$ cat src/hw/rtl/ddiff_pkg.sv
// ----------------------------------------------------------------------------
// ddiff_pkg
// Shared types, constants and calendar functions for the date difference block.
// ----------------------------------------------------------------------------
package ddiff_pkg;

   // Field widths
   localparam int YEAR_W   = 14;
   localparam int MONTH_W  = 4;
   localparam int DAY_W    = 5;
   localparam int COUNT_W  = 22;
   localparam int STATUS_W = 2;

   // Calendar limits
   localparam logic [YEAR_W-1:0]  YEAR_LIMIT   = YEAR_W'(9999);
   localparam logic [MONTH_W-1:0] MONTHS       = MONTH_W'(12);
   localparam logic [COUNT_W-1:0] COUNT_MAX    = {COUNT_W{1'b1}};

   // Reciprocal of 25 for the century test, exact for 12-bit operands
   localparam int RECIP_SHIFT = 16;
   localparam int RECIP_25    = ((2 ** RECIP_SHIFT) + 24) / 25;

   // Month codes that share a length
   localparam logic [MONTH_W-1:0] FEB = MONTH_W'(2);
   localparam logic [MONTH_W-1:0] APR = MONTH_W'(4);
   localparam logic [MONTH_W-1:0] JUN = MONTH_W'(6);
   localparam logic [MONTH_W-1:0] SEP = MONTH_W'(9);
   localparam logic [MONTH_W-1:0] NOV = MONTH_W'(11);

   typedef enum logic [STATUS_W-1:0] {
      STATUS_OK      = 2'd0,
      STATUS_ORDER   = 2'd1,
      STATUS_INVALID = 2'd2
   } status_type;

   typedef enum logic [2:0] {
      ST_IDLE,
      ST_LEAP_S,
      ST_CHK_S,
      ST_CHK_E,
      ST_WALK,
      ST_DONE
   } state_type;

   typedef enum logic {
      LEAP_WALK,
      LEAP_END
   } leap_sel_type;

   // Controller to datapath
   typedef struct packed {
      logic         load;
      leap_sel_type leap_sel;
      logic         chk_start;
      logic         status_wr;
      status_type   status_code;
      logic         step;
      logic         out_load;
   } cmd_type;

   // Datapath to controller
   typedef struct packed {
      logic start_ok;
      logic end_ok;
      logic order_bad;
      logic at_end;
   } stat_type;

   // Leap year by the 4/100/400 rule, two constant multiplies
   function automatic logic leap_year(input logic [YEAR_W-1:0] y);
      logic [YEAR_W-3:0]               quarter;
      logic [YEAR_W-3+RECIP_SHIFT-1:0] prod;
      logic [YEAR_W-3:0]               cent;
      logic [YEAR_W-3:0]               back;
      logic                            by100;
      logic                            by400;
      quarter = y[YEAR_W-1:2];
      prod    = (YEAR_W-3+RECIP_SHIFT)'(quarter) * (YEAR_W-3+RECIP_SHIFT)'(RECIP_25);
      cent    = (YEAR_W-2)'(prod >> RECIP_SHIFT);
      back    = (YEAR_W-2)'(cent * (YEAR_W-2)'(25));
      by100   = (y[1:0] == 2'b00) && (back == quarter);
      by400   = by100 && (cent[1:0] == 2'b00);
      return ((y[1:0] == 2'b00) && !by100) || by400;
   endfunction

   // Length of a month, months outside 1..12 fall to 31 and are caught elsewhere
   function automatic logic [DAY_W-1:0] month_days(input logic [MONTH_W-1:0] m,
                                                   input logic leap);
      logic [DAY_W-1:0] len;
      len = DAY_W'(31);
      case (m) inside
         FEB:                len = leap ? DAY_W'(29) : DAY_W'(28);
         APR, JUN, SEP, NOV: len = DAY_W'(30);
         default:            len = DAY_W'(31);
      endcase
      return len;
   endfunction

   function automatic logic date_ok(input logic [YEAR_W-1:0] y,
                                    input logic [MONTH_W-1:0] m,
                                    input logic [DAY_W-1:0] d,
                                    input logic leap);
      return (y != '0) && (y <= YEAR_LIMIT) && (m != '0) && (m <= MONTHS) &&
             (d != '0) && (d <= month_days(m, leap));
   endfunction

endpackage

$ cat src/hw/rtl/ddiff_dp.sv
// ----------------------------------------------------------------------------
// ddiff_dp
// Datapath: date registers, leap unit, validity and order checks, day walker
// and the result register.
// ----------------------------------------------------------------------------
module ddiff_dp (
   input  logic                              clock,
   input  ddiff_pkg::cmd_type                cmd,
   output ddiff_pkg::stat_type               stat,
   input  logic [ddiff_pkg::YEAR_W-1:0]      start_year,
   input  logic [ddiff_pkg::MONTH_W-1:0]     start_month,
   input  logic [ddiff_pkg::DAY_W-1:0]       start_day,
   input  logic [ddiff_pkg::YEAR_W-1:0]      end_year,
   input  logic [ddiff_pkg::MONTH_W-1:0]     end_month,
   input  logic [ddiff_pkg::DAY_W-1:0]       end_day,
   output logic [ddiff_pkg::COUNT_W-1:0]     day_count,
   output ddiff_pkg::status_type             status
);

   logic [ddiff_pkg::YEAR_W-1:0]  walk_year_ff,  walk_year_in;
   logic [ddiff_pkg::MONTH_W-1:0] walk_month_ff, walk_month_in;
   logic [ddiff_pkg::DAY_W-1:0]   walk_day_ff,   walk_day_in;
   logic [ddiff_pkg::COUNT_W-1:0] elapsed_ff,    elapsed_in;
   logic [ddiff_pkg::YEAR_W-1:0]  end_year_ff;
   logic [ddiff_pkg::MONTH_W-1:0] end_month_ff;
   logic [ddiff_pkg::DAY_W-1:0]   end_day_ff;
   logic                          leap_ff,       leap_in;
   logic                          start_ok_ff,   start_ok_in;
   ddiff_pkg::status_type         status_ff,     status_in;
   logic [ddiff_pkg::COUNT_W-1:0] rsp_count_ff;
   ddiff_pkg::status_type         rsp_status_ff;
   logic [ddiff_pkg::YEAR_W-1:0]  leap_year_sel;
   logic                          month_end;
   logic                          year_end;

   // Pick the year for the leap unit
   always_comb begin
      unique case (cmd.leap_sel)
         ddiff_pkg::LEAP_END:  leap_year_sel = end_year_ff;
         ddiff_pkg::LEAP_WALK: leap_year_sel = walk_year_ff;
         default:              leap_year_sel = walk_year_ff;
      endcase
      leap_in = ddiff_pkg::leap_year(leap_year_sel);
   end

   // Check dates and order
   always_comb begin
      start_ok_in = cmd.chk_start ?
                    ddiff_pkg::date_ok(walk_year_ff, walk_month_ff, walk_day_ff, leap_ff) :
                    start_ok_ff;
      stat.start_ok  = start_ok_ff;
      stat.end_ok    = ddiff_pkg::date_ok(end_year_ff, end_month_ff, end_day_ff, leap_ff);
      stat.order_bad = {walk_year_ff, walk_month_ff, walk_day_ff} >
                       {end_year_ff, end_month_ff, end_day_ff};
      stat.at_end    = (walk_year_ff == end_year_ff) && (walk_month_ff == end_month_ff) &&
                       (walk_day_ff == end_day_ff);
   end

   // Load the start date, or advance the walk date by one day and count it
   always_comb begin
      month_end     = walk_day_ff == ddiff_pkg::month_days(walk_month_ff, leap_ff);
      year_end      = walk_month_ff == ddiff_pkg::MONTHS;
      walk_year_in  = walk_year_ff;
      walk_month_in = walk_month_ff;
      walk_day_in   = walk_day_ff;
      elapsed_in    = elapsed_ff;
      status_in     = cmd.status_wr ? cmd.status_code : status_ff;
      if (cmd.load) begin
         walk_year_in  = start_year;
         walk_month_in = start_month;
         walk_day_in   = start_day;
         elapsed_in    = '0;
      end else if (cmd.step) begin
         if (month_end) begin
            walk_day_in = ddiff_pkg::DAY_W'(1);
            if (year_end) begin
               walk_month_in = ddiff_pkg::MONTH_W'(1);
               walk_year_in  = walk_year_ff + ddiff_pkg::YEAR_W'(1);
            end else begin
               walk_month_in = walk_month_ff + ddiff_pkg::MONTH_W'(1);
            end
         end else begin
            walk_day_in = walk_day_ff + ddiff_pkg::DAY_W'(1);
         end
         if (elapsed_ff != ddiff_pkg::COUNT_MAX) begin
            elapsed_in = elapsed_ff + ddiff_pkg::COUNT_W'(1);
         end
      end
   end

   // Hold payload registers
   always_ff @(posedge clock) begin
      walk_year_ff  <= walk_year_in;
      walk_month_ff <= walk_month_in;
      walk_day_ff   <= walk_day_in;
      elapsed_ff    <= elapsed_in;
      leap_ff       <= leap_in;
      start_ok_ff   <= start_ok_in;
      status_ff     <= status_in;
      if (cmd.load) begin
         end_year_ff  <= end_year;
         end_month_ff <= end_month;
         end_day_ff   <= end_day;
      end
      if (cmd.out_load) begin
         rsp_count_ff  <= elapsed_ff;
         rsp_status_ff <= status_ff;
      end
   end

   assign day_count = rsp_count_ff;
   assign status    = rsp_status_ff;

endmodule

$ cat src/hw/rtl/ddiff_ctrl.sv
// ----------------------------------------------------------------------------
// ddiff_ctrl
// Controller: sequences load, validity checks, the day walk and the result
// handoff; owns the handshake flags of both channels.
// ----------------------------------------------------------------------------
module ddiff_ctrl (
   input  logic                 clock,
   input  logic                 reset,
   input  logic                 req_tvalid,
   output logic                 req_tready,
   output logic                 rsp_tvalid,
   input  logic                 rsp_tready,
   input  ddiff_pkg::stat_type  stat,
   output ddiff_pkg::cmd_type   cmd
);

   ddiff_pkg::state_type state_ff, state_in;
   logic                 rsp_valid_ff, rsp_valid_in;
   logic                 out_free;

   assign out_free = !rsp_valid_ff || rsp_tready;

   // Next state
   always_comb begin
      state_in = state_ff;
      unique case (state_ff)
         ddiff_pkg::ST_IDLE:   if (req_tvalid) state_in = ddiff_pkg::ST_LEAP_S;
         ddiff_pkg::ST_LEAP_S: state_in = ddiff_pkg::ST_CHK_S;
         ddiff_pkg::ST_CHK_S:  state_in = ddiff_pkg::ST_CHK_E;
         ddiff_pkg::ST_CHK_E: begin
            if (!stat.start_ok || !stat.end_ok || stat.order_bad) begin
               state_in = ddiff_pkg::ST_DONE;
            end else begin
               state_in = ddiff_pkg::ST_WALK;
            end
         end
         ddiff_pkg::ST_WALK:   if (stat.at_end) state_in = ddiff_pkg::ST_DONE;
         ddiff_pkg::ST_DONE:   if (out_free) state_in = ddiff_pkg::ST_IDLE;
         default:              state_in = ddiff_pkg::ST_IDLE;
      endcase
   end

   // Commands
   always_comb begin
      cmd             = '0;
      cmd.leap_sel    = ddiff_pkg::LEAP_WALK;
      cmd.status_code = ddiff_pkg::STATUS_OK;
      req_tready      = 1'b0;
      unique case (state_ff)
         ddiff_pkg::ST_IDLE: begin
            req_tready = 1'b1;
            cmd.load   = req_tvalid;
         end
         ddiff_pkg::ST_LEAP_S: cmd.leap_sel = ddiff_pkg::LEAP_WALK;
         ddiff_pkg::ST_CHK_S: begin
            cmd.leap_sel  = ddiff_pkg::LEAP_END;
            cmd.chk_start = 1'b1;
         end
         ddiff_pkg::ST_CHK_E: begin
            cmd.status_wr = 1'b1;
            if (!stat.start_ok || !stat.end_ok) begin
               cmd.status_code = ddiff_pkg::STATUS_INVALID;
            end else if (stat.order_bad) begin
               cmd.status_code = ddiff_pkg::STATUS_ORDER;
            end else begin
               cmd.status_code = ddiff_pkg::STATUS_OK;
            end
         end
         ddiff_pkg::ST_WALK:   cmd.step     = !stat.at_end;
         ddiff_pkg::ST_DONE:   cmd.out_load = out_free;
         default:              cmd          = '0;
      endcase
   end

   // Track the result register
   always_comb begin
      rsp_valid_in = rsp_valid_ff;
      if (cmd.out_load) begin
         rsp_valid_in = 1'b1;
      end else if (rsp_tready) begin
         rsp_valid_in = 1'b0;
      end
   end

   always_ff @(posedge clock) begin
      if (reset) begin
         state_ff     <= ddiff_pkg::ST_IDLE;
         rsp_valid_ff <= 1'b0;
      end else begin
         state_ff     <= state_in;
         rsp_valid_ff <= rsp_valid_in;
      end
   end

   assign rsp_tvalid = rsp_valid_ff;

endmodule

$ cat src/hw/rtl/date_difference_days.sv
// ----------------------------------------------------------------------------
// date_difference_days
// Days from a start Gregorian date to an end date, counted by a day walker.
// ----------------------------------------------------------------------------
// Usage:
//   req channel carries one transaction with both dates; rsp channel returns
//   one transaction with the day count in tdata and the status in tuser
//   (0 ok, 1 start after end, 2 invalid date; count is zero unless ok).
//   One transaction is in work at a time: req_tready is high only when the
//   block is idle.
// Sequence:
//   on acceptance both dates are loaded; the controller then looks up the
//   start year's leap flag, checks the start date, then the end date and order.
//   A valid transaction then walks to the end date and loads the result; an
//   error skips the walk. The walker steps one calendar day per cycle through
//   a single incrementer.
// Reset:
//   reset clears the controller to idle and drops rsp_tvalid.
// Stall:
//   a finished result sits in the output register until rsp_tready; while it
//   waits, the next transaction is accepted and worked on, and its result
//   holds in the datapath until the output register frees.
// ----------------------------------------------------------------------------
module date_difference_days (
   input  logic        clock,
   input  logic        reset,
   input  logic        req_tvalid,
   output logic        req_tready,
   // start_year[13:0], start_month[17:14], start_day[22:18],
   // end_year[36:23], end_month[40:37], end_day[45:41], zero fill [47:46]
   input  logic [47:0] req_tdata,
   output logic        rsp_tvalid,
   input  logic        rsp_tready,
   // day_count[21:0], zero fill [23:22]
   output logic [23:0] rsp_tdata,
   // status[1:0]
   output logic [1:0]  rsp_tuser
);

   ddiff_pkg::cmd_type                cmd;
   ddiff_pkg::stat_type               stat;
   logic [ddiff_pkg::COUNT_W-1:0]     day_count;
   ddiff_pkg::status_type             status;

   ddiff_ctrl u_ctrl (
      .clock      (clock),
      .reset      (reset),
      .req_tvalid (req_tvalid),
      .req_tready (req_tready),
      .rsp_tvalid (rsp_tvalid),
      .rsp_tready (rsp_tready),
      .stat       (stat),
      .cmd        (cmd)
   );

   ddiff_dp u_dp (
      .clock       (clock),
      .cmd         (cmd),
      .stat        (stat),
      .start_year  (req_tdata[13:0]),
      .start_month (req_tdata[17:14]),
      .start_day   (req_tdata[22:18]),
      .end_year    (req_tdata[36:23]),
      .end_month   (req_tdata[40:37]),
      .end_day     (req_tdata[45:41]),
      .day_count   (day_count),
      .status      (status)
   );

   // Pack the result transaction
   assign rsp_tdata = {2'b00, day_count};
   assign rsp_tuser = status;

endmodule

$ cat config.mk
export PLATFORM = sky130hd
export DESIGN_NAME = date_difference_days
export DESIGN_NICKNAME = d
export VERILOG_FILES = /design/src/hw/rtl/ddiff_pkg.sv /design/src/hw/rtl/ddiff_dp.sv /design/src/hw/rtl/ddiff_ctrl.sv /design/src/hw/rtl/date_difference_days.sv
export SDC_FILE = /design/constraint.sdc
export NUM_CORES = 1
export LEC_CHECK = 0
export ABC_AREA = 1
export BUFFER_PORTS_ARGS = -buffer_cell sky130_fd_sc_hd__buf_4
export CORE_ASPECT_RATIO = 0.7
export CORE_MARGIN = 5
export CORE_UTILIZATION = 56
export DETAILED_ROUTE_END_ITERATION = 7
export PLACE_DENSITY = 0.9
export SLEW_MARGIN = 10
export SYNTH_ARGS = -nofsm -noshare
export SYNTH_HDL_FRONTEND = slang
export SYNTH_SLANG_ARGS = --single-unit
export TNS_END_PERCENT = 1
$ cat constraint.sdc
create_clock -name clock -period 7.2 [get_ports clock]
set_input_delay 0.72 -clock clock [delete_from_list [all_inputs] [get_ports clock]]
set_output_delay 0.72 -clock clock [all_outputs]
set_load 0.005 [all_outputs]
==> results.txt <==
----------------------------------------------------
[Critical path]
  Critical path's largest stage delay ... 0.52 ns
  Worst setup startpoint ... u_ctrl.state_ff[2]
  Cell repeated most along the worst path ... ha_1
  Type of the worst setup path ... flip-flop to flip-flop
  Startpoint type of the worst setup path ... flip-flop
  Crit Path Max Fanout ... 8
  Worst reg-to-reg path cell count ... 37
  Cell type of the slowest stage on the worst timing path ... fa_1
  Signal arrival time at the worst endpoint ... approximately 7.7 ns
  Worst setup path endpoint ... u_dp.leap_ff
  Critical R2R Capture ... u_dp.leap_ff
  Category of the worst setup path capture point ... flip-flop
  Required time of the critical path ... 7.45 ns
  Reg2reg setup slack ... -0.26 ns
  Worst flop-to-flop path startpoint ... u_ctrl.state_ff[2]

[Logic synthesis]
  Synthesized netlist cell count ... between 1000 and 1500
  Per-instance average area after synthesis ... 8.28 um^2
  Top cells by area, synth ... edfxtp_1, ha_1, nand2_1
  Ranking of synthesized cells by instance count ... nand2_1, inv_1, ha_1
  Unique cell type count in the Yosys netlist ... 43
  Synth warn ... 0
  Most instantiated library cell after synthesis ... nand2_1
  Async SR Flop Fraction ... 0
  Dominant synthesized flop cell ... edfxtp_1
  Post-synthesis sequential area ratio ... 0.298
  Largest area contributor in the synthesized netlist ... edfxtp_1
  Post-synthesis instance area ... around 9000 um^2
  Total of flip-flops plus latches after synthesis ... 100
  Area share of the leading cell type in the synthesized netlist ... 0.239
  Number of synthesized flops with an enable pin ... 73

[STA]
  Slew Viols, Final ... 0
  Headroom to the max-slew limit ... 0.502
  Worst clock skew ... 0.00992 ns
  Maximum clock rate ... roughly 0.13 GHz
  Measured slew at the worst slew-check pin ... 0.747 ns
  Final Cycle Share ... 1.04
  Min Tclk post-route ... around 7.5 ns
  Final number of setup-violating endpoints ... 1
  Unrepaired setup endpoints after global routing ... yes
  Crit path setup slack, layout ... -0.262 ns
  Final hold violations ... 0

[Die]
  Initial core utilization ... 0.566
  Die Wd ... 163 um
  Placeable core region ... approximately 16000 um^2
  Die outline area ... 19100 um^2
  Die height ... 117 um
  Top-Level Pins ... 80
  Count of standard-cell rows ... 39

[Detailed routing]
  Vias/cell ... 5.70
  Antenna-violating nets left ... 0
  DRC violation total after the first TritonRoute iteration ... 1132
  Total wirelength of the detailed-routed design ... around 28 mm
  Pre-Repair DR Iteration Count ... 6
  Wire length per cell ... 18.4 um
  DRC violations left ... 0
  Total number of vias ... 8808

[CTS]
  Clock latency at the later pin of the worst-skew pair ... 0.36 ns
  CTS Buf Count ... 9
  Maximum clock insertion buffer count ... 2
  Number of H-tree levels ... 3
  Root Buffer Master ... clkbuf_16
  Count of clock tree sinks ... 100
  Clock transition at path regs ... 0.08 ns
  TritonCTS clock tree ... built

[Final layout]
  Antenna diode count ... 0
  Share of cells above drive strength 1 ... 0.257
  Growth of design area from synthesis to finish ... 29.1%
  Layout Nets ... about 1600

[Global route]
  Initial antenna violation count ... 0
  Pin count of the biggest net entering global routing ... 67
  Total grt overflow ... 0
  Global-route wire length before repair ... ~44 mm
  Vias in the first global route ... 8740
  Global routing usage summed across all routing layers ... 0.290

[Status]
  Run status ... finished, violations left
  Violated checks ... negative setup slack

[Min path]
  Class of the tightest hold or removal check ... flip-flop to flip-flop

[Flow run]
  Total of max-cap violations ... 0

[Placed design]
  Gpl congestion ... 0.935
  Dpl hpwl ... 19.4 mm
  Port Buffers ... 75
  Worst setup slack after placement ... -0.484 ns

----------------------------------------------------
## cell families after synthesis
group,synth area share
simple gates,0.194
buf+inv,0.101
fa+ha+maj,0.287
compound gates,0.0810
flops,0.298
xor+xnor,0.0382
other cells,0.000409
## critical path: cells and delay by family (launching register included)
kind            cells  cell delay [ns]
flops               1             0.37
compound gates      7             1.21
simple gates        8             0.93
xor+xnor            3             0.56
buf+inv             9             0.89
fa+ha+maj          10             3.39
## metrics by stage
step	cell area (um^2)	util	instances	hold WS, ns	TNS (ns)
4_1_cts	11600	0.719	1537	0.445	0
3_5_place_dp	10800	0.666	1505	0.418	-0.484
2_1_floorplan	9200	-	1109	0.400	0
5_1_grt	11800	0.731	1546	0.462	-0.527
3_3_place_gp	10800	0.666	1505	0.408	-0.278
6_report	11800	0.731	1546	0.461	-0.262
## final cells by class
class | instances | area, um^2
sequential | 100 | 2740
inverter | 225 | 852
clock inverter | 7 | 73.8
multi-input combinational | 771 | 6060
fill | 1067 | 4360
timing repair buffer | 209 | 1610
tap | 225 | 282
clock buffer | 9 | 225
## flip-flops by register name, summed over array words and instances (netlist names), 2 cells and up
name / cells
u_dp.walk_month_ff: 4
u_dp.end_day_ff: 5
u_ctrl.state_ff: 3
u_dp.day_count: 22
u_dp.elapsed_ff: 22
u_dp.walk_year_ff: 14
u_dp.walk_day_ff: 5
u_dp.status_ff: 2
u_dp.end_year_ff: 14
u_dp.status: 2
u_dp.end_month_ff: 4
## what timing repair did
action,in CTS,in global routing
buffers inserted,14,9
resized for setup,85,35
hold buffers,0,0
pin swaps,56,32
endpoints found under the setup margin,1,1
gates cloned,2,0
## per-layer routing
layer	GRT usage	wire length (um)	up-vias
met2	0.471	13200	573
met1	0.377	11200	4040
met4	0.109	1340	0
met3	0.0770	2840	145
li1	-	-	4050
met5	0	0	-
## cells in the final DEF, fill, tap and decap left out, types with 3 or more instances in the layout
| cell type | netlist | layout |
|---|---|---|
| a21oi_1 | 60 | 51 |
| a21oi_2 | 0 | 9 |
| a31oi_1 | 4 | 4 |
| buf_4 | 5 | 202 |
| buf_6 | 1 | 4 |
| clkbuf_16 | 0 | 9 |
| dfxtp_1 | 27 | 24 |
| edfxtp_1 | 73 | 73 |
| fa_1 | 39 | 39 |
| ha_1 | 148 | 130 |
| ha_4 | 0 | 18 |
| inv_1 | 220 | 204 |
| inv_2 | 5 | 19 |
| inv_6 | 0 | 3 |
| inv_8 | 0 | 3 |
| nand2_1 | 221 | 194 |
| nand2_2 | 3 | 23 |
| nand2_4 | 0 | 7 |
| nand3_1 | 53 | 46 |
| nand3_2 | 0 | 7 |
| nand3b_1 | 6 | 6 |
| nand4_1 | 20 | 20 |
| nor2_1 | 63 | 58 |
| nor2_2 | 1 | 5 |
| nor2_4 | 2 | 3 |
| nor3_1 | 17 | 17 |
| nor4_1 | 13 | 11 |
| o2111ai_1 | 3 | 3 |
| o211ai_1 | 3 | 3 |
| o21ai_0 | 48 | 43 |
| o21ai_1 | 3 | 5 |
| o21ai_2 | 4 | 3 |
| o21ai_4 | 1 | 5 |
| xnor2_1 | 15 | 14 |
| xor2_1 | 25 | 21 |
## worst min path at each step
| stage | start | endpoint | slack (ns) | cells after the start |
|---|---|---|---|---|
| floorplan | u_dp.status_ff[0] | u_dp.status[0] | 0.40 | 0 |
| global route | u_dp.status_ff[0] | u_dp.status[0] | 0.46 | 0 |
| detailed placement | u_dp.status_ff[1] | u_dp.status[1] | 0.42 | 0 |
| finish | u_dp.status_ff[0] | u_dp.status[0] | 0.46 | 0 |
| global placement | u_dp.status_ff[0] | u_dp.status[0] | 0.41 | 0 |
| CTS | u_dp.status_ff[1] | u_dp.status[1] | 0.44 | 0 |
Power is not shown: default switching activity piles up to over one toggle a cycle in this logic, so the estimate is an artifact.
